**src/pmss_pkg.sv**
```systemverilog
`default_nettype none

package pmss_pkg;

  localparam int unsigned ColW        = 9;
  localparam int unsigned RowW        = 9;
  localparam int unsigned SerialW     = 12;
  localparam int unsigned StageCntW   = 13;
  localparam int unsigned StageW      = 12;
  localparam int unsigned RemBitsStep = 4;   // dividend bits retired per remainder stage
  localparam int unsigned NbSlots     = 8;

  typedef enum logic [2:0] {
    RegMaskType     = 3'd0,
    RegNbPattern    = 3'd1,
    RegSensorType   = 3'd2,
    RegEdgeMode     = 3'd3,
    RegStageCount   = 3'd4,
    RegCurrentStage = 3'd5,
    RegApplyEnable  = 3'd6
  } cfg_reg_e;

  typedef enum logic [1:0] {
    MaskStd         = 2'd0,
    MaskXtalkNb     = 2'd1,
    MaskXtalkCentre = 2'd2,
    MaskTot         = 2'd3
  } mask_type_e;

  localparam logic [1:0] SensorSquare = 2'd0;
  localparam logic [1:0] SensorUpDown = 2'd1;
  localparam logic [1:0] SensorDownUp = 2'd2;
  localparam logic [1:0] SensorOther  = 2'd3;

  localparam logic [1:0] EdgeKeep   = 2'd0;
  localparam logic [1:0] EdgeCorner = 2'd2;

  typedef struct packed {
    mask_type_e                 mask_type;
    logic [3:0]                 nb_pattern;
    logic [1:0]                 sensor_type;
    logic [1:0]                 edge_mode;
    logic [StageCntW-1:0]       stage_count;
    logic [StageW-1:0]          current_stage;
    logic                       apply_enable;
  } cfg_t;

  typedef struct packed {
    logic [ColW-1:0]    col;
    logic [RowW-1:0]    row;
    logic [NbSlots-1:0] nb_mask;  // neighbours to emit, already bounds-checked
    logic               ok;       // passed bounds, edge and enable filters
  } item_t;

  typedef logic signed [2:0] nb_off_t;

  // [sensor][column parity][slot]
  localparam nb_off_t NbDcol [4][2][NbSlots] = '{
    '{ '{3'sd0, 3'sd1, 3'sd1, 3'sd1, 3'sd0, -3'sd1, -3'sd1, -3'sd1},
       '{3'sd0, 3'sd1, 3'sd1, 3'sd1, 3'sd0, -3'sd1, -3'sd1, -3'sd1} },
    '{ '{3'sd1, 3'sd3, 3'sd2, 3'sd3, 3'sd1, -3'sd1, -3'sd2, -3'sd1},
       '{-3'sd1, 3'sd1, 3'sd2, 3'sd1, -3'sd1, -3'sd3, -3'sd2, -3'sd3} },
    '{ '{3'sd1, 3'sd3, 3'sd2, 3'sd3, 3'sd1, -3'sd1, -3'sd2, -3'sd1},
       '{-3'sd1, 3'sd1, 3'sd2, 3'sd1, -3'sd1, -3'sd3, -3'sd2, -3'sd3} },
    '{ '{3'sd0, 3'sd0, 3'sd0, 3'sd0, 3'sd0, 3'sd0, 3'sd0, 3'sd0},
       '{3'sd0, 3'sd0, 3'sd0, 3'sd0, 3'sd0, 3'sd0, 3'sd0, 3'sd0} }
  };

  localparam nb_off_t NbDrow [4][2][NbSlots] = '{
    '{ '{3'sd1, 3'sd1, 3'sd0, -3'sd1, -3'sd1, -3'sd1, 3'sd0, 3'sd1},
       '{3'sd1, 3'sd1, 3'sd0, -3'sd1, -3'sd1, -3'sd1, 3'sd0, 3'sd1} },
    '{ '{3'sd0, 3'sd0, 3'sd0, -3'sd1, -3'sd1, -3'sd1, 3'sd0, 3'sd0},
       '{3'sd1, 3'sd1, 3'sd0, 3'sd0, 3'sd0, 3'sd0, 3'sd0, 3'sd1} },
    '{ '{3'sd1, 3'sd1, 3'sd0, 3'sd0, 3'sd0, 3'sd0, 3'sd0, 3'sd1},
       '{3'sd0, 3'sd0, 3'sd0, -3'sd1, -3'sd1, -3'sd1, 3'sd0, 3'sd0} },
    '{ '{3'sd0, 3'sd0, 3'sd0, 3'sd0, 3'sd0, 3'sd0, 3'sd0, 3'sd0},
       '{3'sd0, 3'sd0, 3'sd0, 3'sd0, 3'sd0, 3'sd0, 3'sd0, 3'sd0} }
  };

  // bit i set: neighbour slot i is used; patterns above eleven pick none
  localparam logic [NbSlots-1:0] NbPatternBits [16] = '{
    8'hFF, 8'h55, 8'h11, 8'h44, 8'h10, 8'h01, 8'h04, 8'h40,
    8'h08, 8'h20, 8'h02, 8'h80, 8'h00, 8'h00, 8'h00, 8'h00
  };

endpackage

`default_nettype wire

```
**src/pmss_front.sv**
```systemverilog
`default_nettype none

module pmss_front #(
  parameter int unsigned COLUMNS = 400,
  parameter int unsigned ROWS    = 384
) (
  input  wire logic                              clk_i,
  input  wire logic                              rst_ni,
  input  wire pmss_pkg::cfg_t                    cfg_i,
  input  wire logic                              in_valid_i,
  output logic                                   in_ready_o,
  input  wire logic [pmss_pkg::ColW-1:0]         in_col_i,
  input  wire logic [pmss_pkg::RowW-1:0]         in_row_i,
  input  wire logic                              in_en_i,
  output logic                                   out_valid_o,
  input  wire logic                              out_ready_i,
  output pmss_pkg::item_t                        out_item_o,
  output logic [pmss_pkg::SerialW-1:0]           out_serial_o
);

  localparam logic [10:0] ColLim   = 11'(COLUMNS);
  localparam logic [10:0] ColLast  = 11'(COLUMNS - 1);
  localparam logic [10:0] ColLast2 = 11'(COLUMNS - 2);
  localparam logic [10:0] RowLim   = 11'(ROWS);
  localparam logic [10:0] RowLast  = 11'(ROWS - 1);

  logic                          s1_valid_q, s1_valid_d;
  logic [pmss_pkg::ColW-1:0]     s1_col_q;
  logic [pmss_pkg::RowW-1:0]     s1_row_q;
  logic                          s1_en_q;
  logic                          s2_valid_q, s2_valid_d;
  pmss_pkg::item_t               s2_item_q, s2_item_d;
  logic [pmss_pkg::SerialW-1:0]  s2_serial_q, s2_serial_d;
  logic                          s1_ready, s2_ready;

  assign s2_ready   = !s2_valid_q || out_ready_i;
  assign s1_ready   = !s1_valid_q || s2_ready;
  assign in_ready_o = s1_ready;
  assign s1_valid_d = s1_ready ? in_valid_i : s1_valid_q;
  assign s2_valid_d = s2_ready ? s1_valid_q : s2_valid_q;

  always_ff @(posedge clk_i or negedge rst_ni) begin
    if (!rst_ni) begin
      s1_valid_q <= 1'b0;
      s2_valid_q <= 1'b0;
    end else begin
      s1_valid_q <= s1_valid_d;
      s2_valid_q <= s2_valid_d;
    end
  end

  always_ff @(posedge clk_i) begin
    if (s1_ready) begin
      s1_col_q <= in_col_i;
      s1_row_q <= in_row_i;
      s1_en_q  <= in_en_i;
    end
    if (s2_ready) begin
      s2_item_q   <= s2_item_d;
      s2_serial_q <= s2_serial_d;
    end
  end

  always_comb begin
    logic [10:0]       col_w;
    logic [10:0]       row_w;
    logic              in_bounds;
    logic              edge_drop;
    logic              odd;
    logic [5:0]        blk_row;
    logic [2:0]        core_col;
    logic              xtalk;
    logic [7:0]        pat;
    pmss_pkg::nb_off_t dc;
    pmss_pkg::nb_off_t dr;
    logic signed [11:0] nc;
    logic signed [11:0] nr;

    col_w     = {2'b00, s1_col_q};
    row_w     = {2'b00, s1_row_q};
    odd       = s1_col_q[0];
    in_bounds = (col_w < ColLim) && (row_w < RowLim);

    if (cfg_i.edge_mode == pmss_pkg::EdgeCorner) begin
      edge_drop = !((s1_col_q == '0) && (s1_row_q == '0));
    end else if (cfg_i.edge_mode == pmss_pkg::EdgeKeep) begin
      edge_drop = 1'b0;
    end else if (cfg_i.sensor_type == pmss_pkg::SensorSquare) begin
      edge_drop = (col_w == '0) || (col_w == ColLast) || (row_w == '0) || (row_w == RowLast);
    end else if ((col_w == 11'd0) || (col_w == 11'd1) || (col_w == ColLast) ||
                 (col_w == ColLast2)) begin
      edge_drop = 1'b1;
    end else if (cfg_i.sensor_type == pmss_pkg::SensorUpDown) begin
      edge_drop = (!odd && row_w == '0) || (odd && row_w == RowLast);
    end else if (cfg_i.sensor_type == pmss_pkg::SensorDownUp) begin
      edge_drop = (odd && row_w == '0) || (!odd && row_w == RowLast);
    end else begin
      edge_drop = 1'b0;
    end

    // serial: ToT walks rows in pairs of column quads, else 8x8 cores with a
    // per core-row column rotation
    blk_row  = s1_row_q[8:3];
    core_col = s1_col_q[2:0] + blk_row[2:0];
    if (cfg_i.mask_type == pmss_pkg::MaskTot) begin
      s2_serial_d = {2'b00, s1_row_q, s1_col_q[2]};
    end else begin
      s2_serial_d = {blk_row, core_col, s1_row_q[2:0]};
    end

    xtalk = (cfg_i.mask_type == pmss_pkg::MaskXtalkNb) ||
            (cfg_i.mask_type == pmss_pkg::MaskXtalkCentre);
    pat   = pmss_pkg::NbPatternBits[cfg_i.nb_pattern];
    for (int i = 0; i < int'(pmss_pkg::NbSlots); i++) begin
      dc = pmss_pkg::NbDcol[cfg_i.sensor_type][odd][i];
      dr = pmss_pkg::NbDrow[cfg_i.sensor_type][odd][i];
      nc = $signed({3'b000, s1_col_q}) + $signed({{9{dc[2]}}, dc});
      nr = $signed({3'b000, s1_row_q}) + $signed({{9{dr[2]}}, dr});
      s2_item_d.nb_mask[i] = pat[i] && xtalk &&
                             (cfg_i.sensor_type != pmss_pkg::SensorOther) &&
                             !nc[11] && (nc[10:0] < ColLim) &&
                             !nr[11] && (nr[10:0] < RowLim);
    end

    s2_item_d.col = s1_col_q;
    s2_item_d.row = s1_row_q;
    s2_item_d.ok  = in_bounds && !edge_drop && (!cfg_i.apply_enable || s1_en_q);
  end

  assign out_valid_o  = s2_valid_q;
  assign out_item_o   = s2_item_q;
  assign out_serial_o = s2_serial_q;

endmodule

`default_nettype wire

```
**src/pmss_rem_stage.sv**
```systemverilog
`default_nettype none

// Restoring remainder, a few dividend bits per stage; quotient is not kept.
module pmss_rem_stage (
  input  wire logic                               clk_i,
  input  wire logic                               rst_ni,
  input  wire logic [pmss_pkg::StageCntW-1:0]     stage_count_i,
  input  wire logic                               in_valid_i,
  output logic                                    in_ready_o,
  input  wire pmss_pkg::item_t                    in_item_i,
  input  wire logic [pmss_pkg::StageW-1:0]        in_rem_i,
  input  wire logic [pmss_pkg::SerialW-1:0]       in_div_i,
  output logic                                    out_valid_o,
  input  wire logic                               out_ready_i,
  output pmss_pkg::item_t                         out_item_o,
  output logic [pmss_pkg::StageW-1:0]             out_rem_o,
  output logic [pmss_pkg::SerialW-1:0]            out_div_o
);

  logic                           valid_q, valid_d;
  pmss_pkg::item_t                item_q;
  logic [pmss_pkg::StageW-1:0]    rem_q, rem_d;
  logic [pmss_pkg::SerialW-1:0]   div_q, div_d;
  logic                           ready;

  assign ready      = !valid_q || out_ready_i;
  assign in_ready_o = ready;
  assign valid_d    = ready ? in_valid_i : valid_q;

  always_comb begin
    logic [pmss_pkg::StageCntW-1:0] t;
    rem_d = in_rem_i;
    div_d = in_div_i;
    for (int k = 0; k < int'(pmss_pkg::RemBitsStep); k++) begin
      t     = {rem_d, div_d[pmss_pkg::SerialW-1]};
      div_d = {div_d[pmss_pkg::SerialW-2:0], 1'b0};
      if (t >= stage_count_i) begin
        t = t - stage_count_i;
      end
      // remainder stays below 4096 whatever the modulus
      rem_d = t[pmss_pkg::StageW-1:0];
    end
  end

  always_ff @(posedge clk_i or negedge rst_ni) begin
    if (!rst_ni) begin
      valid_q <= 1'b0;
    end else begin
      valid_q <= valid_d;
    end
  end

  always_ff @(posedge clk_i) begin
    if (ready) begin
      item_q <= in_item_i;
      rem_q  <= rem_d;
      div_q  <= div_d;
    end
  end

  assign out_valid_o = valid_q;
  assign out_item_o  = item_q;
  assign out_rem_o   = rem_q;
  assign out_div_o   = div_q;

endmodule

`default_nettype wire

```
**src/pmss_expand.sv**
```systemverilog
`default_nettype none

// Holds one selected pixel and emits its centre result, then one result per
// neighbour, into the output register.
module pmss_expand (
  input  wire logic                          clk_i,
  input  wire logic                          rst_ni,
  input  wire pmss_pkg::cfg_t                cfg_i,
  input  wire logic                          in_valid_i,
  output logic                               in_ready_o,
  input  wire pmss_pkg::item_t               in_item_i,
  input  wire logic [pmss_pkg::StageW-1:0]   in_rem_i,
  output logic                               out_valid_o,
  input  wire logic                          out_ready_i,
  output logic [pmss_pkg::ColW-1:0]          out_col_o,
  output logic [pmss_pkg::RowW-1:0]          out_row_o,
  output logic                               out_en_o,
  output logic                               out_inj_o,
  output logic                               out_hb_o,
  output logic                               out_last_o
);

  logic                             h_valid_q, h_valid_d;
  logic                             h_centre_q, h_centre_d;
  logic [pmss_pkg::ColW-1:0]        h_col_q;
  logic [pmss_pkg::RowW-1:0]        h_row_q;
  logic [pmss_pkg::NbSlots-1:0]     h_mask_q, h_mask_d;
  logic                             o_valid_q, o_valid_d;
  logic [pmss_pkg::ColW-1:0]        o_col_q, e_col;
  logic [pmss_pkg::RowW-1:0]        o_row_q, e_row;
  logic                             o_en_q, e_en;
  logic                             o_inj_q, e_inj;
  logic                             o_hb_q, e_hb;
  logic                             o_last_q, e_last;
  logic                             sel, out_free, push, done, load;

  assign sel = in_item_i.ok && (cfg_i.stage_count != '0) &&
               (in_rem_i == cfg_i.current_stage);

  assign out_free   = !o_valid_q || out_ready_i;
  assign push       = h_valid_q && out_free;
  assign done       = push && e_last;
  assign in_ready_o = !h_valid_q || done;
  assign load       = in_valid_i && in_ready_o && sel;

  always_comb begin
    logic [pmss_pkg::NbSlots-1:0] low;
    logic [2:0]                   idx;
    pmss_pkg::nb_off_t            dc;
    pmss_pkg::nb_off_t            dr;

    low = h_mask_q & (~h_mask_q + 8'd1);
    idx = 3'd0;
    for (int i = 0; i < int'(pmss_pkg::NbSlots); i++) begin
      if (low[i]) begin
        idx = 3'(i);
      end
    end
    dc = pmss_pkg::NbDcol[cfg_i.sensor_type][h_col_q[0]][idx];
    dr = pmss_pkg::NbDrow[cfg_i.sensor_type][h_col_q[0]][idx];

    h_mask_d   = h_mask_q;
    h_centre_d = h_centre_q;

    if (h_centre_q) begin
      e_col  = h_col_q;
      e_row  = h_row_q;
      e_last = (h_mask_q == '0);
      case (cfg_i.mask_type)
        pmss_pkg::MaskStd:         {e_en, e_inj, e_hb} = 3'b111;
        pmss_pkg::MaskXtalkNb:     {e_en, e_inj, e_hb} = 3'b101;
        pmss_pkg::MaskXtalkCentre: {e_en, e_inj, e_hb} = 3'b010;
        default:                   {e_en, e_inj, e_hb} = 3'b011;
      endcase
      if (push) begin
        h_centre_d = 1'b0;
      end
    end else begin
      e_col  = h_col_q + {{6{dc[2]}}, dc};
      e_row  = h_row_q + {{6{dr[2]}}, dr};
      e_last = ((h_mask_q & ~low) == '0);
      if (cfg_i.mask_type == pmss_pkg::MaskXtalkNb) begin
        {e_en, e_inj, e_hb} = 3'b010;
      end else begin
        {e_en, e_inj, e_hb} = 3'b101;
      end
      if (push) begin
        h_mask_d = h_mask_q & ~low;
      end
    end

    if (load) begin
      h_mask_d   = in_item_i.nb_mask;
      h_centre_d = 1'b1;
    end
  end

  assign h_valid_d = load ? 1'b1 : (done ? 1'b0 : h_valid_q);
  assign o_valid_d = push ? 1'b1 : (out_ready_i ? 1'b0 : o_valid_q);

  always_ff @(posedge clk_i or negedge rst_ni) begin
    if (!rst_ni) begin
      h_valid_q <= 1'b0;
      o_valid_q <= 1'b0;
    end else begin
      h_valid_q <= h_valid_d;
      o_valid_q <= o_valid_d;
    end
  end

  always_ff @(posedge clk_i) begin
    h_mask_q   <= h_mask_d;
    h_centre_q <= h_centre_d;
    if (load) begin
      h_col_q <= in_item_i.col;
      h_row_q <= in_item_i.row;
    end
    if (push) begin
      o_col_q  <= e_col;
      o_row_q  <= e_row;
      o_en_q   <= e_en;
      o_inj_q  <= e_inj;
      o_hb_q   <= e_hb;
      o_last_q <= e_last;
    end
  end

  assign out_valid_o = o_valid_q;
  assign out_col_o   = o_col_q;
  assign out_row_o   = o_row_q;
  assign out_en_o    = o_en_q;
  assign out_inj_o   = o_inj_q;
  assign out_hb_o    = o_hb_q;
  assign out_last_o  = o_last_q;

endmodule

`default_nettype wire

```
**src/pixel_mask_stage_selector_top.sv**
```systemverilog
// Pixel mask stage selector.
// s_axis carries one pixel (column, row, original enable) per item. For each
// pixel that lies on the sensor, passes the edge and enable filters and whose
// serial modulo stage_count equals current_stage, m_axis gives a centre result
// and, in the two cross-talk modes on a square, up-down or down-up sensor, one
// result per in-bounds neighbour of the chosen pattern. tlast marks the last result
// of a pixel; rejected pixels give nothing. Registers are written through
// cfg_we_i/cfg_idx_i/cfg_data_i; the user must write them only while no item is in
// flight, as the block does not enforce this. The first result of a pixel passes
// through two qualify stages, three remainder stages retiring four serial bits each,
// the expansion register and the output register.
// Throughput: m_axis moves one result per cycle while m_axis_tready is high, so a
// pixel holds the expansion register until its centre result and each neighbour result
// have moved out; the other stages take an item every cycle when not stalled.
// Reset clears all valid bits and loads register defaults (stage_count 64,
// neighbour_pattern 1, others 0). When m_axis_tready is low the output
// register holds its result and backpressure ripples back to s_axis_tready;
// nothing is dropped or repeated.
`default_nettype none

module pixel_mask_stage_selector_top #(
  parameter int unsigned COLUMNS = 400,
  parameter int unsigned ROWS    = 384
) (
  input  wire logic         clk_i,
  input  wire logic         rst_ni,
  input  wire logic         s_axis_tvalid,
  output logic              s_axis_tready,
  input  wire logic [23:0]  s_axis_tdata,   // pixel_col, pixel_row, pixel_enabled, zero pad
  output logic              m_axis_tvalid,
  input  wire logic         m_axis_tready,
  output logic [23:0]       m_axis_tdata,   // out_col, out_row, enable_bit, inject_bit,
                                            // hitbus_bit, zero pad
  output logic              m_axis_tlast,
  input  wire logic         cfg_we_i,
  input  wire logic [2:0]   cfg_idx_i,
  input  wire logic [12:0]  cfg_data_i
);

  pmss_pkg::cfg_t cfg_q, cfg_d;

  always_comb begin
    cfg_d = cfg_q;
    if (cfg_we_i) begin
      unique case (cfg_idx_i)
        pmss_pkg::RegMaskType:     cfg_d.mask_type     = pmss_pkg::mask_type_e'(cfg_data_i[1:0]);
        pmss_pkg::RegNbPattern:    cfg_d.nb_pattern    = cfg_data_i[3:0];
        pmss_pkg::RegSensorType:   cfg_d.sensor_type   = cfg_data_i[1:0];
        pmss_pkg::RegEdgeMode:     cfg_d.edge_mode     = cfg_data_i[1:0];
        pmss_pkg::RegStageCount:   cfg_d.stage_count   = cfg_data_i;
        pmss_pkg::RegCurrentStage: cfg_d.current_stage = cfg_data_i[11:0];
        pmss_pkg::RegApplyEnable:  cfg_d.apply_enable  = cfg_data_i[0];
        default:                   cfg_d = cfg_q;
      endcase
    end
  end

  always_ff @(posedge clk_i or negedge rst_ni) begin
    if (!rst_ni) begin
      cfg_q.mask_type     <= pmss_pkg::MaskStd;
      cfg_q.nb_pattern    <= 4'd1;
      cfg_q.sensor_type   <= pmss_pkg::SensorSquare;
      cfg_q.edge_mode     <= pmss_pkg::EdgeKeep;
      cfg_q.stage_count   <= 13'd64;
      cfg_q.current_stage <= '0;
      cfg_q.apply_enable  <= 1'b0;
    end else begin
      cfg_q <= cfg_d;
    end
  end

  logic                           f_valid, f_ready;
  pmss_pkg::item_t                f_item;
  logic [pmss_pkg::SerialW-1:0]   f_serial;
  logic                           r1_valid, r1_ready, r2_valid, r2_ready, r3_valid, r3_ready;
  pmss_pkg::item_t                r1_item, r2_item, r3_item;
  logic [pmss_pkg::StageW-1:0]    r1_rem, r2_rem, r3_rem;
  logic [pmss_pkg::SerialW-1:0]   r1_div, r2_div, r3_div;
  logic [pmss_pkg::ColW-1:0]      o_col;
  logic [pmss_pkg::RowW-1:0]      o_row;
  logic                           o_en, o_inj, o_hb;

  pmss_front #(
    .COLUMNS (COLUMNS),
    .ROWS    (ROWS)
  ) u_front (
    .clk_i        (clk_i),
    .rst_ni       (rst_ni),
    .cfg_i        (cfg_q),
    .in_valid_i   (s_axis_tvalid),
    .in_ready_o   (s_axis_tready),
    .in_col_i     (s_axis_tdata[8:0]),
    .in_row_i     (s_axis_tdata[17:9]),
    .in_en_i      (s_axis_tdata[18]),
    .out_valid_o  (f_valid),
    .out_ready_i  (f_ready),
    .out_item_o   (f_item),
    .out_serial_o (f_serial)
  );

  pmss_rem_stage u_rem1 (
    .clk_i         (clk_i),
    .rst_ni        (rst_ni),
    .stage_count_i (cfg_q.stage_count),
    .in_valid_i    (f_valid),
    .in_ready_o    (f_ready),
    .in_item_i     (f_item),
    .in_rem_i      ('0),
    .in_div_i      (f_serial),
    .out_valid_o   (r1_valid),
    .out_ready_i   (r1_ready),
    .out_item_o    (r1_item),
    .out_rem_o     (r1_rem),
    .out_div_o     (r1_div)
  );

  pmss_rem_stage u_rem2 (
    .clk_i         (clk_i),
    .rst_ni        (rst_ni),
    .stage_count_i (cfg_q.stage_count),
    .in_valid_i    (r1_valid),
    .in_ready_o    (r1_ready),
    .in_item_i     (r1_item),
    .in_rem_i      (r1_rem),
    .in_div_i      (r1_div),
    .out_valid_o   (r2_valid),
    .out_ready_i   (r2_ready),
    .out_item_o    (r2_item),
    .out_rem_o     (r2_rem),
    .out_div_o     (r2_div)
  );

  pmss_rem_stage u_rem3 (
    .clk_i         (clk_i),
    .rst_ni        (rst_ni),
    .stage_count_i (cfg_q.stage_count),
    .in_valid_i    (r2_valid),
    .in_ready_o    (r2_ready),
    .in_item_i     (r2_item),
    .in_rem_i      (r2_rem),
    .in_div_i      (r2_div),
    .out_valid_o   (r3_valid),
    .out_ready_i   (r3_ready),
    .out_item_o    (r3_item),
    .out_rem_o     (r3_rem),
    .out_div_o     (r3_div)
  );

  pmss_expand u_expand (
    .clk_i       (clk_i),
    .rst_ni      (rst_ni),
    .cfg_i       (cfg_q),
    .in_valid_i  (r3_valid),
    .in_ready_o  (r3_ready),
    .in_item_i   (r3_item),
    .in_rem_i    (r3_rem),
    .out_valid_o (m_axis_tvalid),
    .out_ready_i (m_axis_tready),
    .out_col_o   (o_col),
    .out_row_o   (o_row),
    .out_en_o    (o_en),
    .out_inj_o   (o_inj),
    .out_hb_o    (o_hb),
    .out_last_o  (m_axis_tlast)
  );

  // all serial bits are retired after the third stage
  logic r3_div_unused;
  assign r3_div_unused = ^r3_div;

  assign m_axis_tdata = {3'b000, o_hb, o_inj, o_en, o_row, o_col};

endmodule

`default_nettype wire

```
**config.mk**
```make
export PLATFORM = sky130hd
export DESIGN_NAME = pixel_mask_stage_selector_top
export DESIGN_NICKNAME = d
export VERILOG_FILES = /design/src/pmss_pkg.sv /design/src/pmss_front.sv /design/src/pmss_rem_stage.sv /design/src/pmss_expand.sv /design/src/pixel_mask_stage_selector_top.sv
export SDC_FILE = /design/constraint.sdc
export NUM_CORES = 1
export LEC_CHECK = 0
export BUFFER_PORTS_ARGS = -buffer_cell sky130_fd_sc_hd__buf_2
export CAP_MARGIN = 40
export CORE_UTILIZATION = 50
export DETAILED_ROUTE_END_ITERATION = 8
export GPL_ROUTABILITY_DRIVEN = 0
export PLACE_DENSITY = 0.66
export SETUP_SLACK_MARGIN = 0.02
export SLEW_MARGIN = 20
export SYNTH_ARGS = -nofsm -noshare
export SYNTH_HDL_FRONTEND = slang
export SYNTH_HIERARCHICAL = 1
export SYNTH_SLANG_ARGS = --single-unit
```
**constraint.sdc**
```tcl
create_clock -name clk_i -period 9.5 [get_ports clk_i]
set_input_delay 0 -clock clk_i [delete_from_list [all_inputs] [get_ports clk_i]]
set_output_delay 0 -clock clk_i [all_outputs]
set_load 0.02 [all_outputs]
```
# Yosys cells after proc, flatten, opt, wreduce, memory -nomap -nowiden
# Memories as Yosys holds them, arrays and structs flattened.
# Index checks and enable logic that the tools add are counted.
# op_classes
addsub,32
n_mul,0
div,0
magnitude_cmp,35
eq_ne,19
n_shift,0
muxes,71
bitwise,9
n_reduce_logical,127
# op_table
op,n
$mux 24,12
$bmux 48 s2,2
$mux 48,4
$add 10x3->11,16
$lt 11x9->1 const B,16
$mux 12,12
$ge 13x13->1,11
$sub 12x12->12,11
$logic_and 1x1->1,62
$mux 8,5
$mux 3,10
$eq 9x9->1 const B,3
$logic_not 1->1,27
$mux 1,21
$add 9x9->9,2
$bmux 3 s3,2
$logic_not 9->1,2
$lt 9x9->1 const B,2
$mux 9,2
$logic_or 1x1->1,17
$and 8x8->8,2
$logic_not 8->1,2
$not 8->8,2
$reduce_and 2->1,8
other kinds (26),40
# totals
regBits,279
latch_bits,0
ram_bits,0
mem_bits_ro,128
wordCells,344
n_memories,1
# mem_list
memory,depth,word_bits,read_ports,rd_clocked_by_memory_dff,write_ports,line_no,rtl
(no name shown),16,8,1,0,0,pmss_front.sv:113,pat = pmss_pkg::NbPatternBits[cfg_i.nb_pattern];

# Longest topological paths before layout
# Gate-level depths: netlist of the first run.
# depth
ltp_word,16
depth_mapped,39
ltp_nobuf,34

# Modules after synthesis
# The synthesis of the first run kept the hierarchy.
# modules_own_cells
mod,instances,cells_each,area_each_um2,seq_area_each_um2
pmss_rem_stage (u_rem1),1,467,4553.1,1436.4
pmss_rem_stage (u_rem3),1,464,4524.3,1436.4
pmss_rem_stage (u_rem2),1,467,4453.0,1436.4
pmss_front,1,266,3268.1,1791.7
pmss_expand,1,288,3163.0,1511.4
pixel_mask_stage_selector_top,1,88,1452.6,903.4

# Least setup slack after synthesis of the first run
# OpenSTA, ideal clock, no wires.
# synth_path
path_kind,register to register
startpoint,reg cfg_q[14] (netlist name)
endpoint,"reg u_rem3.rem_q, in the netlist u_rem3/out_rem_o[10], data pin"
setup_ns,0.260
arrival_time_ns,7.438
required_time_ns,9.240
path_slack_ns,1.802
stages_incl_launch_ff,32
synth_period_minus_slack_ns,7.698
cell_sequence,dfrtp_1 inv_1 ha_1 nor2b_1 o31a_1 o211ai_2 buf_2 a21boi_0 or2_2 ha_1 a311oi_1 nand3_1 a31oi_2 nand2_2 o21ai_1 inv_1 ha_1 nor2b_1 o31a_1 o31ai_1 a21oi_1 o21ai_1 mux2i_1 ha_1 nor2b_4 o31a_4 o21ai_4 o2111ai_2 a21o_1 a211o_1 buf_6 mux2_4
# synth_between
elab_chain_len,8
elab_cells_between_ends,12
classes_between,add/sub (4); order compare (4); mux (4)
# synth_lines
element,line_no,rtl
from (decl),pixel_mask_stage_selector_top.sv:40,"pmss_pkg::cfg_t cfg_q, cfg_d;"
from (signal assigned),pixel_mask_stage_selector_top.sv:68,cfg_q <= cfg_d;
$sub 12x12->12 / $ge 13x13->1 (equally long branches),"pmss_rem_stage.sv:38, pmss_rem_stage.sv:37",
$mux 12,pmss_rem_stage.sv:37,if (t >= stage_count_i) begin
$sub 12x12->12 / $ge 13x13->1 (equally long branches),"pmss_rem_stage.sv:38, pmss_rem_stage.sv:37",
$mux 12,pmss_rem_stage.sv:37,
$sub 12x12->12 / $ge 13x13->1 (equally long branches),"pmss_rem_stage.sv:38, pmss_rem_stage.sv:37",
$mux 12,pmss_rem_stage.sv:37,
$sub 12x12->12 / $ge 13x13->1 (equally long branches),"pmss_rem_stage.sv:38, pmss_rem_stage.sv:37",
$mux 12 (*),pmss_rem_stage.sv:37,
"net u_rem3.rem_d, one bit",pmss_rem_stage.sv:22,"logic [pmss_pkg::StageW-1:0] rem_q, rem_d;"
to (signal assigned),pmss_rem_stage.sv:56,rem_q <= rem_d;
to (decl),pmss_rem_stage.sv:22,
# Mark *: on every way through the listed nets, which the timed path passes. The rest lies on a longest branch.
# A chain may end at the register's enable or synchronous reset.

# Worst setup path in the final report of the first run
# layout_path
startpoint,reg cfg_q[14] (netlist name)
endpoint,"reg u_rem2.rem_q, in the netlist u_rem2/out_rem_o[7], data pin"
# layout_between
elab_chain_len,8
elab_cells_between_ends,12
classes_between,add/sub (4); order compare (4); mux (4)
# layout_lines
element,line_no
$sub 12x12->12 / $ge 13x13->1 (equally long branches),"pmss_rem_stage.sv:38, pmss_rem_stage.sv:37"
$mux 12,pmss_rem_stage.sv:37
$sub 12x12->12 / $ge 13x13->1 (equally long branches),"pmss_rem_stage.sv:38, pmss_rem_stage.sv:37"
$mux 12,pmss_rem_stage.sv:37
$sub 12x12->12 / $ge 13x13->1 (equally long branches),"pmss_rem_stage.sv:38, pmss_rem_stage.sv:37"
$mux 12,pmss_rem_stage.sv:37
$sub 12x12->12 / $ge 13x13->1 (equally long branches),"pmss_rem_stage.sv:38, pmss_rem_stage.sv:37"
$mux 12 (*),pmss_rem_stage.sv:37
"net u_rem2.rem_d, one bit",pmss_rem_stage.sv:22
to (signal assigned),pmss_rem_stage.sv:56
to (decl),pmss_rem_stage.sv:22
# Marked as above.

==> results of run 1 <==
timing repair:
item                                   in CTS  in global routing
gates resized for setup                     0                  1
endpoints found under the hold margin      99                  0
hold buffers                               41                  0
setup endpoints to repair                   0                  1
cells in the final DEF, fill, tap and decap left out, types with 30 or more instances in the layout:
master and n:
sky130_fd_sc_hd__xnor2_1 68, sky130_fd_sc_hd__o21a_1 31, sky130_fd_sc_hd__dfrtp_1 41, sky130_fd_sc_hd__nor2_1 111, sky130_fd_sc_hd__a21oi_1 115, sky130_fd_sc_hd__xor2_1 53, sky130_fd_sc_hd__o21ai_0 89, sky130_fd_sc_hd__dlygate4sd3_1 41
sky130_fd_sc_hd__nand2_1 129, sky130_fd_sc_hd__clkbuf_16 30, sky130_fd_sc_hd__nand3_1 39, sky130_fd_sc_hd__ha_1 201, sky130_fd_sc_hd__inv_1 126, sky130_fd_sc_hd__buf_2 65, sky130_fd_sc_hd__a21o_1 39, sky130_fd_sc_hd__edfxtp_1 235
sky130_fd_sc_hd__mux2_2 82, sky130_fd_sc_hd__nor3_1 56
critical path: cells and delay by family (launching register included):
kind            cells  cell delay (ns)
flops               1             0.59
mux                 3             1.13
buf+inv             3             0.43
simple gates        4             0.71
xor+xnor            1             0.17
compound gates     15             4.36
fa+ha+maj           4             1.34
final cells by class:
class                      instances  area (um2)  area share, %
inverter                         128       480.5          2.046
tap                              532       665.6          2.835
clock inverter                    18       231.5         0.9857
clock buffer                      32       758.2          3.229
sequential                       279        8155          34.73
multi-input combinational       1589       12150          51.74
timing repair buffer             136        1041          4.433
state kept, by name (all words and copies together) (netlist names), 12 cells and up:
signal	count
u_front/out_item_o	27
cfg_q	36
u_front/out_serial_o	12
u_rem3/out_item_o	27
u_rem2/out_item_o	27
u_rem1/out_item_o	27
u_rem3/out_rem_o	12
u_rem1/out_rem_o	12
u_rem2/out_rem_o	12
layer usage:
layer / part of all wire (%) / up-vias / track usage (%)
li1: - / 7882 / -
met1: 45 / 7641 / 32.48
met2: 46 / 424 / 39.72
met3: 4.7 / 105 / 2.402
met4: 3.5 / 0 / 8.498
met5: 0 / - / 0
stage by stage:
step	hold WS (ns)	instances	instance area [um2]	setup WS (ns)	util, %
final	0.1187	2714	23480	0.4873	57.12
after global routing	0.09630	2714	23480	0.05192	57.12
after CTS	0.08399	2711	23450	0.6055	57.04
after detailed placement	0.06527	2620	22050	0.6574	53.63
after global placement	0.1781	2612	21920	0.8684	53.31
after floorplan	-0.2956	2041	21060	1.802	-
how the worst max path moves through the flow:
stage                                 to      start  depth (start not counted)  slack (ns)
global route         u_rem3/out_rem_o[1]  cfg_q[15]                         29        0.05
floorplan           u_rem3/out_rem_o[10]  cfg_q[14]                         31        1.80
global placement     u_rem3/out_rem_o[1]  cfg_q[19]                         29        0.87
CTS                  u_rem2/out_rem_o[7]  cfg_q[14]                         29        0.61
detailed placement   u_rem2/out_rem_o[7]  cfg_q[14]                         29        0.66
finish               u_rem2/out_rem_o[7]  cfg_q[14]                         30        0.49
==> results.ini, run 1 <==
[run_status]
outcome=complete, but fails checks
failed_checks=DRC

[floorplanning]
die_area_um2=42730
die-height_um=206.7
fp.dieW_um=206.7
initial_standard_cell_utilization_of_the_core_pct=50.97
top_level_ports=72
design.core.area_um2=41110
core.rowCount=74

[setup_path]
cp_slowest_cell=sky130_fd_sc_hd__dfrtp_1
critical_path_class=reg -> reg
reg2reg_from=cfg_q[14]
regToRegEndpoint=u_rem2/out_rem_o[7]
rrSetupSlack_ns=0.49
endpoint_kind=flip-flop
cp_startpoint_kind=flip-flop
critical_path_arrival_ns=9.32
worstPathRequired_ns=9.80
worst_path_largest_cell_delay_ns=0.59
cp_max_fo=9
r2r_cells=30

[global_route]
antenna_violations_before_repair=0
number_of_global_route_vias_before_repair=15270
grt_pass1_wl_um=80170
grt_util_all_layers_pct=23.90
overflow=0
pin_count_of_the_biggest_net_entering_global_routing=37

[worst_hold_path]
hold_path_startpoint=s_axis_tdata[4]
hp-class=in -> reg
holdPathStages=2
worst_hold_path.endpoint=u_front/s1_col_q[4]

[timing]
setup_viol_count_final=0
timing.max_slew.rel_slack_pct=44.91
period_needed_ns=9.013
tns_ns=0
maxClockFrequency_ghz=0.1110
finalHoldViolCount=0
timing_max_transition_violations_final=0
final.period_utilization_pct=94.87
grt_setup_unrepaired=no
worstMarginPinSlew_ns=0.8263
fin_worst_skew_ns=0.03687

[routing]
wl_per_cell_um=18.82
antenna_violating_nets_left=0
detailedRoute.firstIterationViolations=1047
viasPerCell=5.915
drt-total-wl_um=51070
vias=16050
post-route-drc-count=1
drt_pass1_iterations=9

[clock_tree]
root_buffer=sky130_fd_sc_hd__clkbuf_16
htree_num_levels=1
clock_sink_count=279
numCtsBuffers=30
post_cts.repair.setup_buffers=0
cts_tree=built
cts_max_path_buffers=3
clk_transition_reported_paths_ns=0.06
worst_skew_pair.late_latency_ns=0.59

[cells_and_area]
drive_gt1_share_pct=14.62
antenna_cells_inserted=0
areaGrowthSynthToFinish_pct=12.07
final_nets=2425
fillerInstances=3512

[yosys]
syn_area_um2=20950
synthCells=2013
syn_area_per_cell_um2=10.41
yosysWarningCount=6

[run]
maxCapViolations=0

[place]
place.detailed.hpwl_um=39580
placement.io_buffers=63

Power of run 1 is not shown: default switching activity piles up to over one toggle a cycle in this logic, so the estimate is an artifact.
==> run 2, diff against run 1 <==
- PLACE_DENSITY: 0.66 -> 0.67
- SYNTH_HIERARCHICAL: 1 -> not set
==> run 2 against run 1 <==
Global-route usage fell by 0.12 points. Cell count shrank 4.6%. Highest routed layer unchanged. The run now ends clean. Largest cell class unchanged. Non-clock buffer count grew 41. Die area down 5.4%. Synthesized area fell by 5.4%.
==> results.ini, run 2 <==
[run_status]
outcome=completed  ; was complete, but fails checks

[setup_path]
cp_common_cell=sky130_fd_sc_hd__a21oi_1
startpoint=cfg_q[19]  ; was cfg_q[14]
critical_path_depth=33  ; was 30
worst_path_largest_cell_delay_ns=0.56  ; was 0.59 ns
worstPathBufferInverterCount=4  ; was 3
cp_slowest_cell=sky130_fd_sc_hd__dfstp_2  ; was sky130_fd_sc_hd__dfrtp_1
cp_max_fo=12  ; was 9
regToRegEndpoint=u_rem3.out_rem_o[3]  ; was u_rem2/out_rem_o[7]
critical_path_class=reg -> reg  ; unchanged
cpLargestDelayFamily=compound AO/OA/AOI/OAI gates  ; unchanged
r2r_cells=33  ; was 30
cp_startpoint_kind=flip-flop  ; unchanged
rrSetupSlack_ns=0.46  ; was 0.49 ns
critical_path_arrival_ns=9.35  ; was 9.32 ns
worstPathRequired_ns=9.81  ; was 9.80 ns
worstSetupEndpoint=u_rem3.out_rem_o[3]  ; was u_rem2/out_rem_o[7]
reg2reg_from=cfg_q[19]  ; was cfg_q[14]
endpoint_kind=flip-flop  ; unchanged

[yosys]
postSynth.asyncResetShare_pct=15.41
synth_seq_cells=279
yosysUniqueCellTypes=94
synth_area_leaders=sky130_fd_sc_hd__edfxtp_1, sky130_fd_sc_hd__ha_1, sky130_fd_sc_hd__mux2_2
syn_area_um2=19820  ; was 20950 um2
synthCells=1877  ; was 2013
synthTopCellsByCount=sky130_fd_sc_hd__edfxtp_1, sky130_fd_sc_hd__ha_1, sky130_fd_sc_hd__nor2_1
yosysTopAreaCell=sky130_fd_sc_hd__edfxtp_1
syn_area_per_cell_um2=10.56  ; was 10.41 um2
synth-main-ff-cell=sky130_fd_sc_hd__edfxtp_1
yosysWarningCount=0  ; was 6
synthMostInstantiatedCell=sky130_fd_sc_hd__edfxtp_1
synth_enable_flop_cells=235
yosysSeqAreaShare_pct=41.15
yosys.area.top_type_share_pct=35.61

[routing]
wl_per_cell_um=18.81  ; was 18.82 um
drt-total-wl_um=48670  ; was 51070 um
vias=15270  ; was 16050
antenna_violating_nets_left=0  ; unchanged
drt_pass1_iterations=5  ; was 9
detailedRoute.firstIterationViolations=1081  ; was 1047
post-route-drc-count=0  ; was 1
viasPerCell=5.901  ; was 5.915

[clock_tree]
clk_transition_reported_paths_ns=0.06  ; about the same
htree_num_levels=1  ; unchanged
cts_max_path_buffers=3  ; unchanged
cts_tree=built  ; unchanged
root_buffer=sky130_fd_sc_hd__clkbuf_16  ; unchanged
worst_skew_pair.late_latency_ns=0.57  ; was 0.59 ns
numCtsBuffers=29  ; was 30
clock_sink_count=279  ; unchanged

[global_route]
pin_count_of_the_biggest_net_entering_global_routing=50  ; was 37
grt_util_all_layers_pct=23.78  ; was 23.90%
grt_pass1_wl_um=76820  ; was 80170 um
overflow=0  ; unchanged
number_of_global_route_vias_before_repair=14580  ; was 15270
antenna_violations_before_repair=1  ; was 0

[floorplanning]
core.rowCount=72  ; was 74
fp.dieW_um=201.1  ; was 206.7 um
die_area_um2=40440  ; was 42730 um2
design.core.area_um2=38830  ; was 41110 um2
top_level_ports=72  ; unchanged
initial_standard_cell_utilization_of_the_core_pct=51.04  ; was 50.97%
die-height_um=201.1  ; was 206.7 um

[timing]
final.period_utilization_pct=95.15  ; was 94.87%
maxClockFrequency_ghz=0.1106  ; was 0.1110 GHz
worstMarginPinSlew_ns=0.8171  ; was 0.8263 ns
setup_viol_count_final=0  ; unchanged
tns_ns=0  ; unchanged
fin_worst_skew_ns=0.01685  ; was 0.03687 ns
finalHoldViolCount=0  ; unchanged
grt_setup_unrepaired=no  ; unchanged
period_needed_ns=9.039  ; was 9.013 ns
timing_max_transition_violations_final=0  ; unchanged
timing.max_slew.rel_slack_pct=45.24  ; was 44.91%

[worst_hold_path]
hp-class=in -> reg  ; unchanged

[cells_and_area]
drive_gt1_share_pct=16.05  ; was 14.62%
final_nets=2306  ; was 2425
areaGrowthSynthToFinish_pct=14.63  ; was 12.07%
largest_register_ffs=36  ; unchanged
utilization_pct=58.51  ; was 57.12%
fillerInstances=3180  ; was 3512
largest-register=cfg_q  ; unchanged
layout_commonest_cell=sky130_fd_sc_hd__edfxtp_1  ; unchanged
final_cell_mix=sky130_fd_sc_hd__edfxtp_1, sky130_fd_sc_hd__ha_1, sky130_fd_sc_hd__nor2_1, sky130_fd_sc_hd__o21ai_0, sky130_fd_sc_hd__a21oi_1  ; was sky130_fd_sc_hd__edfxtp_1, sky130_fd_sc_hd__ha_1, sky130_fd_sc_hd__nand2_1, sky130_fd_sc_hd__inv_1, sky130_fd_sc_hd__a21oi_1

[pwr]
power.sequential.fraction_pct=19.5
power.internal_mw=5.172
power.total_mw=9.011
clkPwrFrac_pct=13.2
comb_power_share_pct=67.4
worst_ir_drop_vdd_v=0.0004054
power_switching_mw=3.839
power.leakage_nw=9.557
power.density_cell_area_nw_per_um2=396.6
power_switching_share_pct=42.61

[place]
place.detailed.hpwl_um=36710  ; was 39580 um
placement.io_buffers=63  ; unchanged

[run]
maxCapViolations=0  ; unchanged

-- run 2: layout make-up --
class	instances	area (um2)	share of cell area [%]
Multi-Input combinational cell	1452	11140	49.04
Sequential cell	279	8155	35.90
Timing Repair Buffer	177	1345	5.921
Clock buffer	37	785.8	3.459
Tap cell	518	648.1	2.853
Inverter	107	409.1	1.801
Clock inverter	17	230.2	1.013
Antenna cell	1	2.502	0.01102
-- run 2: timing repair --
item	CTS	global route
hold endpoints to repair	100	0
buffers inserted	0	5
hold buffers	49	0
gates resized for setup	0	15
endpoints found under the setup margin	0	24
-- run 2: power by group through the flow --
| stage | Sequential (mW) | Combinational (mW) | Clock (mW) |
|---|---|---|---|
| floorplan | 1.73 | 4.62 | 0 |
| global placement | 1.77 | 5.68 | 0 |
| detailed placement | 1.77 | 5.84 | 0 |
| CTS | 1.75 | 5.89 | 1.20 |
| global route | 1.77 | 6.70 | 1.25 |
| finish | 1.75 | 6.07 | 1.19 |
-- run 2: how the worst min path moves through the flow --
| stage | start | endpoint | slack [ns] | cells after the start |
|---|---|---|---|---|
| detailed placement | rst_ni | u_expand.out_valid_o | -0.006 | 1 |
| CTS | s_axis_tdata[12] | u_front.s1_row_q[3] | 0.11 | 2 |
| global placement | s_axis_tdata[5] | u_front.s1_col_q[5] | 0.18 | 1 |
| finish | s_axis_tdata[10] | u_front.s1_row_q[1] | 0.13 | 2 |
| global route | s_axis_tdata[4] | u_front.s1_col_q[4] | 0.12 | 2 |
| floorplan | rst_ni | cfg_q[0] | -0.30 | 0 |
-- run 2: metal layers --
| metal | vias to the layer above | share of wire, % | GRT usage [%] |
|---|---|---|---|
| met5 | - | 0 | 0 |
| met2 | 416 | 46 | 38.99 |
| met1 | 7344 | 46 | 33.33 |
| met4 | 0 | 2.5 | 6.434 |
| li1 | 7419 | - | - |
| met3 | 93 | 5.5 | 2.737 |
-- run 2: stage by stage --
stage / hold WS, ns / std cells / worst slack [ns] / area, um2
after CTS: 0.1121 / 2578 / 0.2850 / 22560
final: 0.1307 / 2588 / 0.4610 / 22720
after global placement: 0.1786 / 2472 / 0.5613 / 21000
after detailed placement: -0.006076 / 2475 / 0.3198 / 21060
after floorplan: -0.2956 / 1879 / 0.5525 / 19830
after global routing: 0.1234 / 2588 / 0.01788 / 22720
-- run 2: cells by family (layout without fill, tap and decap cells) --
group | count (synthesis) | in the layout | synth area share [%]
buf+inv | 148 | 338 | 3.068
compound gates | 467 | 467 | 15.73
simple gates | 510 | 510 | 13.02
fa+ha+maj | 217 | 217 | 14.20
mux | 127 | 127 | 7.153
other cells | 1 | 4 | 0.01892
flops | 279 | 279 | 41.15
xor+xnor | 128 | 128 | 5.657
-- run 2: worst register-to-register path: cells and delay by family (launching register included) --
kind	cells	cell delay, ns
AO/OA/AOI/OAI	17	3.47
AND/OR/NAND/NOR	5	1.58
multiplexers	3	1.08
flip-flops	1	0.56
buffers and inverters	4	0.83
adder cells (fa/ha/maj)	4	1.29
Note: power is estimated with default switching activity, not from simulation.
==> run 3, diff against run 2 <==
- CTS_CLUSTER_SIZE: not set -> 28
- REMOVE_ABC_BUFFERS: not set -> 1
- clock period: 9.5 -> 9.98 ns (I/O delays scaled with it)
==> run 3 against run 2 <==
Final area fell by 1.4%. Die area did not move. Clock power fell by 13%. Highest routed layer is now met5.
==> results.ini, run 3 (same netlist as run 2, synthesis figures left out) <==
[cells_and_area]
drive_gt1_share_pct=14.69  ; was 16.05%
antenna_cells_inserted=0  ; was 1
fillerInstances=3218  ; was 3180
largest_register_ffs=36  ; unchanged
largest-register=cfg_q  ; unchanged
final_cell_mix=sky130_fd_sc_hd__edfxtp_1, sky130_fd_sc_hd__ha_1, sky130_fd_sc_hd__nor2_1, sky130_fd_sc_hd__o21ai_0, sky130_fd_sc_hd__a21oi_1  ; unchanged
utilization_pct=57.68  ; was 58.51%
final_nets=2286  ; was 2306
regArea_um2=8157  ; was 8155 um2
area_of_the_multi_input_gates_um2=11090  ; was 11140 um2
areaGrowthSynthToFinish_pct=13.01  ; was 14.63%
layout_commonest_cell=sky130_fd_sc_hd__edfxtp_1  ; unchanged
final_area_um2=22400  ; was 22720 um2

[worst_hold_path]
hp-class=in -> async  ; was in -> reg

[timing]
period_needed_ns=9.458  ; was 9.039 ns
fin_worst_skew_ns=0.01728  ; was 0.01685 ns
final.period_utilization_pct=94.77  ; was 95.15%
maxClockFrequency_ghz=0.1057  ; was 0.1106 GHz
timing_max_transition_violations_final=0  ; unchanged
finalHoldViolCount=0  ; unchanged
grt_setup_unrepaired=no  ; unchanged
setup_viol_count_final=0  ; unchanged
timing.max_slew.rel_slack_pct=46.99  ; was 45.24%
whs_ns=0.07407  ; was 0.1307 ns
worstMarginPinSlew_ns=0.7910  ; was 0.8171 ns
tns_ns=0  ; unchanged

[global_route]
grt_util_all_layers_pct=23.39  ; was 23.78%
grt_pass1_wl_um=76160  ; was 76820 um
antenna_violations_before_repair=1  ; unchanged
overflow=0  ; unchanged
number_of_global_route_vias_before_repair=14610  ; was 14580
pin_count_of_the_biggest_net_entering_global_routing=50  ; unchanged

[pwr]
power.density_cell_area_nw_per_um2=373.4  ; was 396.6 nW/um2
power.leakage_nw=9.413  ; was 9.557 nW
worst_ir_drop_vdd_v=0.0004340  ; was 0.0004054 V

[routing]
post-route-drc-count=0  ; unchanged
detailedRoute.firstIterationViolations=1147  ; was 1081
drt-total-wl_um=47300  ; was 48670 um
vias=15060  ; was 15270
antenna_violating_nets_left=0  ; unchanged
drt_pass1_iterations=5  ; unchanged
viasPerCell=5.865  ; was 5.901
wl_per_cell_um=18.42  ; was 18.81 um

[floorplanning]
initial_standard_cell_utilization_of_the_core_pct=51.04  ; unchanged
fp.dieW_um=201.1  ; unchanged
die_area_um2=40440  ; unchanged
die-height_um=201.1  ; unchanged
design.core.area_um2=38830  ; unchanged
top_level_ports=72  ; unchanged
core.rowCount=72  ; unchanged

[place]
placement.io_buffers=63  ; unchanged
placement.cell_area_um2=20950  ; was 21060 um2
place.detailed.hpwl_um=36160  ; was 36710 um

[clock_tree]
numCtsBuffers=29  ; unchanged
clk_transition_reported_paths_ns=0.06  ; about the same
htree_num_levels=1  ; unchanged
cts_tree=built  ; unchanged
root_buffer=sky130_fd_sc_hd__clkbuf_16  ; unchanged
cts_max_path_buffers=3  ; unchanged
worst_skew_pair.late_latency_ns=0.56  ; was 0.57 ns
clock_sink_count=279  ; unchanged

[setup_path]
critical_path_arrival_ns=9.89  ; was 9.35 ns
worst_path_largest_cell_delay_ns=0.62  ; was 0.56 ns
endpoint_kind=flip-flop  ; unchanged
worstPathRequired_ns=10.41  ; was 9.81 ns
cp_slowest_cell=sky130_fd_sc_hd__o41a_1  ; was sky130_fd_sc_hd__dfstp_2
cp_max_fo=10  ; was 12
cp_startpoint_kind=flip-flop  ; unchanged
cp_common_cell=sky130_fd_sc_hd__ha_1  ; was sky130_fd_sc_hd__a21oi_1
critical_path_class=reg -> reg  ; unchanged

[run]
maxCapViolations=0  ; unchanged

[run_status]
outcome=completed  ; unchanged

==> run 3: cell count changes in the layout (fill, tap and decap cells not counted), moves of 2 or more <==
cell / delta
sky130_fd_sc_hd__buf_4: -15
sky130_fd_sc_hd__clkbuf_1: +4
sky130_fd_sc_hd__clkinvlp_4: -4
sky130_fd_sc_hd__dlygate4sd3_1: -4
sky130_fd_sc_hd__bufinv_16: -3
sky130_fd_sc_hd__clkinv_4: -3
sky130_fd_sc_hd__clkinv_1: +2
sky130_fd_sc_hd__clkinv_2: +2
sky130_fd_sc_hd__inv_1: +2
==> run 3: final cells by class <==
cell class              instances  share of cell area (%)
repair buffers                157                   5.207
well taps                     518                   2.894
multi-input cells            1452                   49.52
inverters                     107                   1.793
flip-flops and latches        279                   36.42
clock buffers                  42                   3.687
clock inverters                12                  0.4804
==> run 3: timing repair <==
| item | 4_1_cts | 5_1_grt |
|---|---|---|
| gates resized for setup | 0 | 1 |
| endpoints found under the setup margin | 0 | 9 |
| setup buffers | 0 | 3 |
| hold buffers | 45 | 0 |
| hold endpoints to repair | 101 | 0 |
==> run 3: report_power, final <==
part           switching, mW  internal (mW)
clock                  0.440          0.604
sequential             0.101           1.56
combinational           3.03           2.63
total                   3.57           4.79
==> run 3: worst paths after layout <==
kind	start	to	slack [ns]	cells past startpoint
worst max-delay path	cfg_q[19]	u_rem2.out_rem_o[11]	0.52	33
worst min-delay path	rst_ni	cfg_q[9]	0.07	3
worst max register to register	cfg_q[19]	u_rem2.out_rem_o[11]	0.52	33
worst min register to register	u_rem2.out_item_o[24]	u_rem3.out_item_o[24]	0.41	0
max in group asynchronous	rst_ni	cfg_q[13]	9.43	3
min in group clk_i	s_axis_tdata[8]	u_front.s1_col_q[8]	0.14	2
==> run 3: layer usage <==
metal	track usage, %	routed length [um]	vias up
met5	0	9	-
met3	2.964	2476	93
li1	-	-	7353
met4	7.470	1448	2
met2	37.75	21660	446
met1	32.70	21710	7162
==> run 3: worst max-delay path: cells and delay by family (launching register included) <==
| kind | cells | cell delay, ns |
|---|---|---|
| multiplexers | 3 | 1.25 |
| AO/OA/AOI/OAI | 17 | 4.10 |
| buffers and inverters | 3 | 0.52 |
| flip-flops | 1 | 0.53 |
| AND/OR/NAND/NOR | 6 | 1.49 |
| adder cells (fa/ha/maj) | 4 | 1.42 |
==> run 3: stage by stage <==
| stage | setup slack, ns | total power, mW | std cells |
|---|---|---|---|
| floorplan | 0.1633 | 5.969 | 1838 |
| global placement | 0.7980 | 7.013 | 2459 |
| detailed placement | 0.6524 | 7.183 | 2461 |
| CTS | 0.5900 | 8.278 | 2560 |
| global route | 0.04839 | 9.048 | 2567 |
| finish | 0.5217 | 8.362 | 2567 |
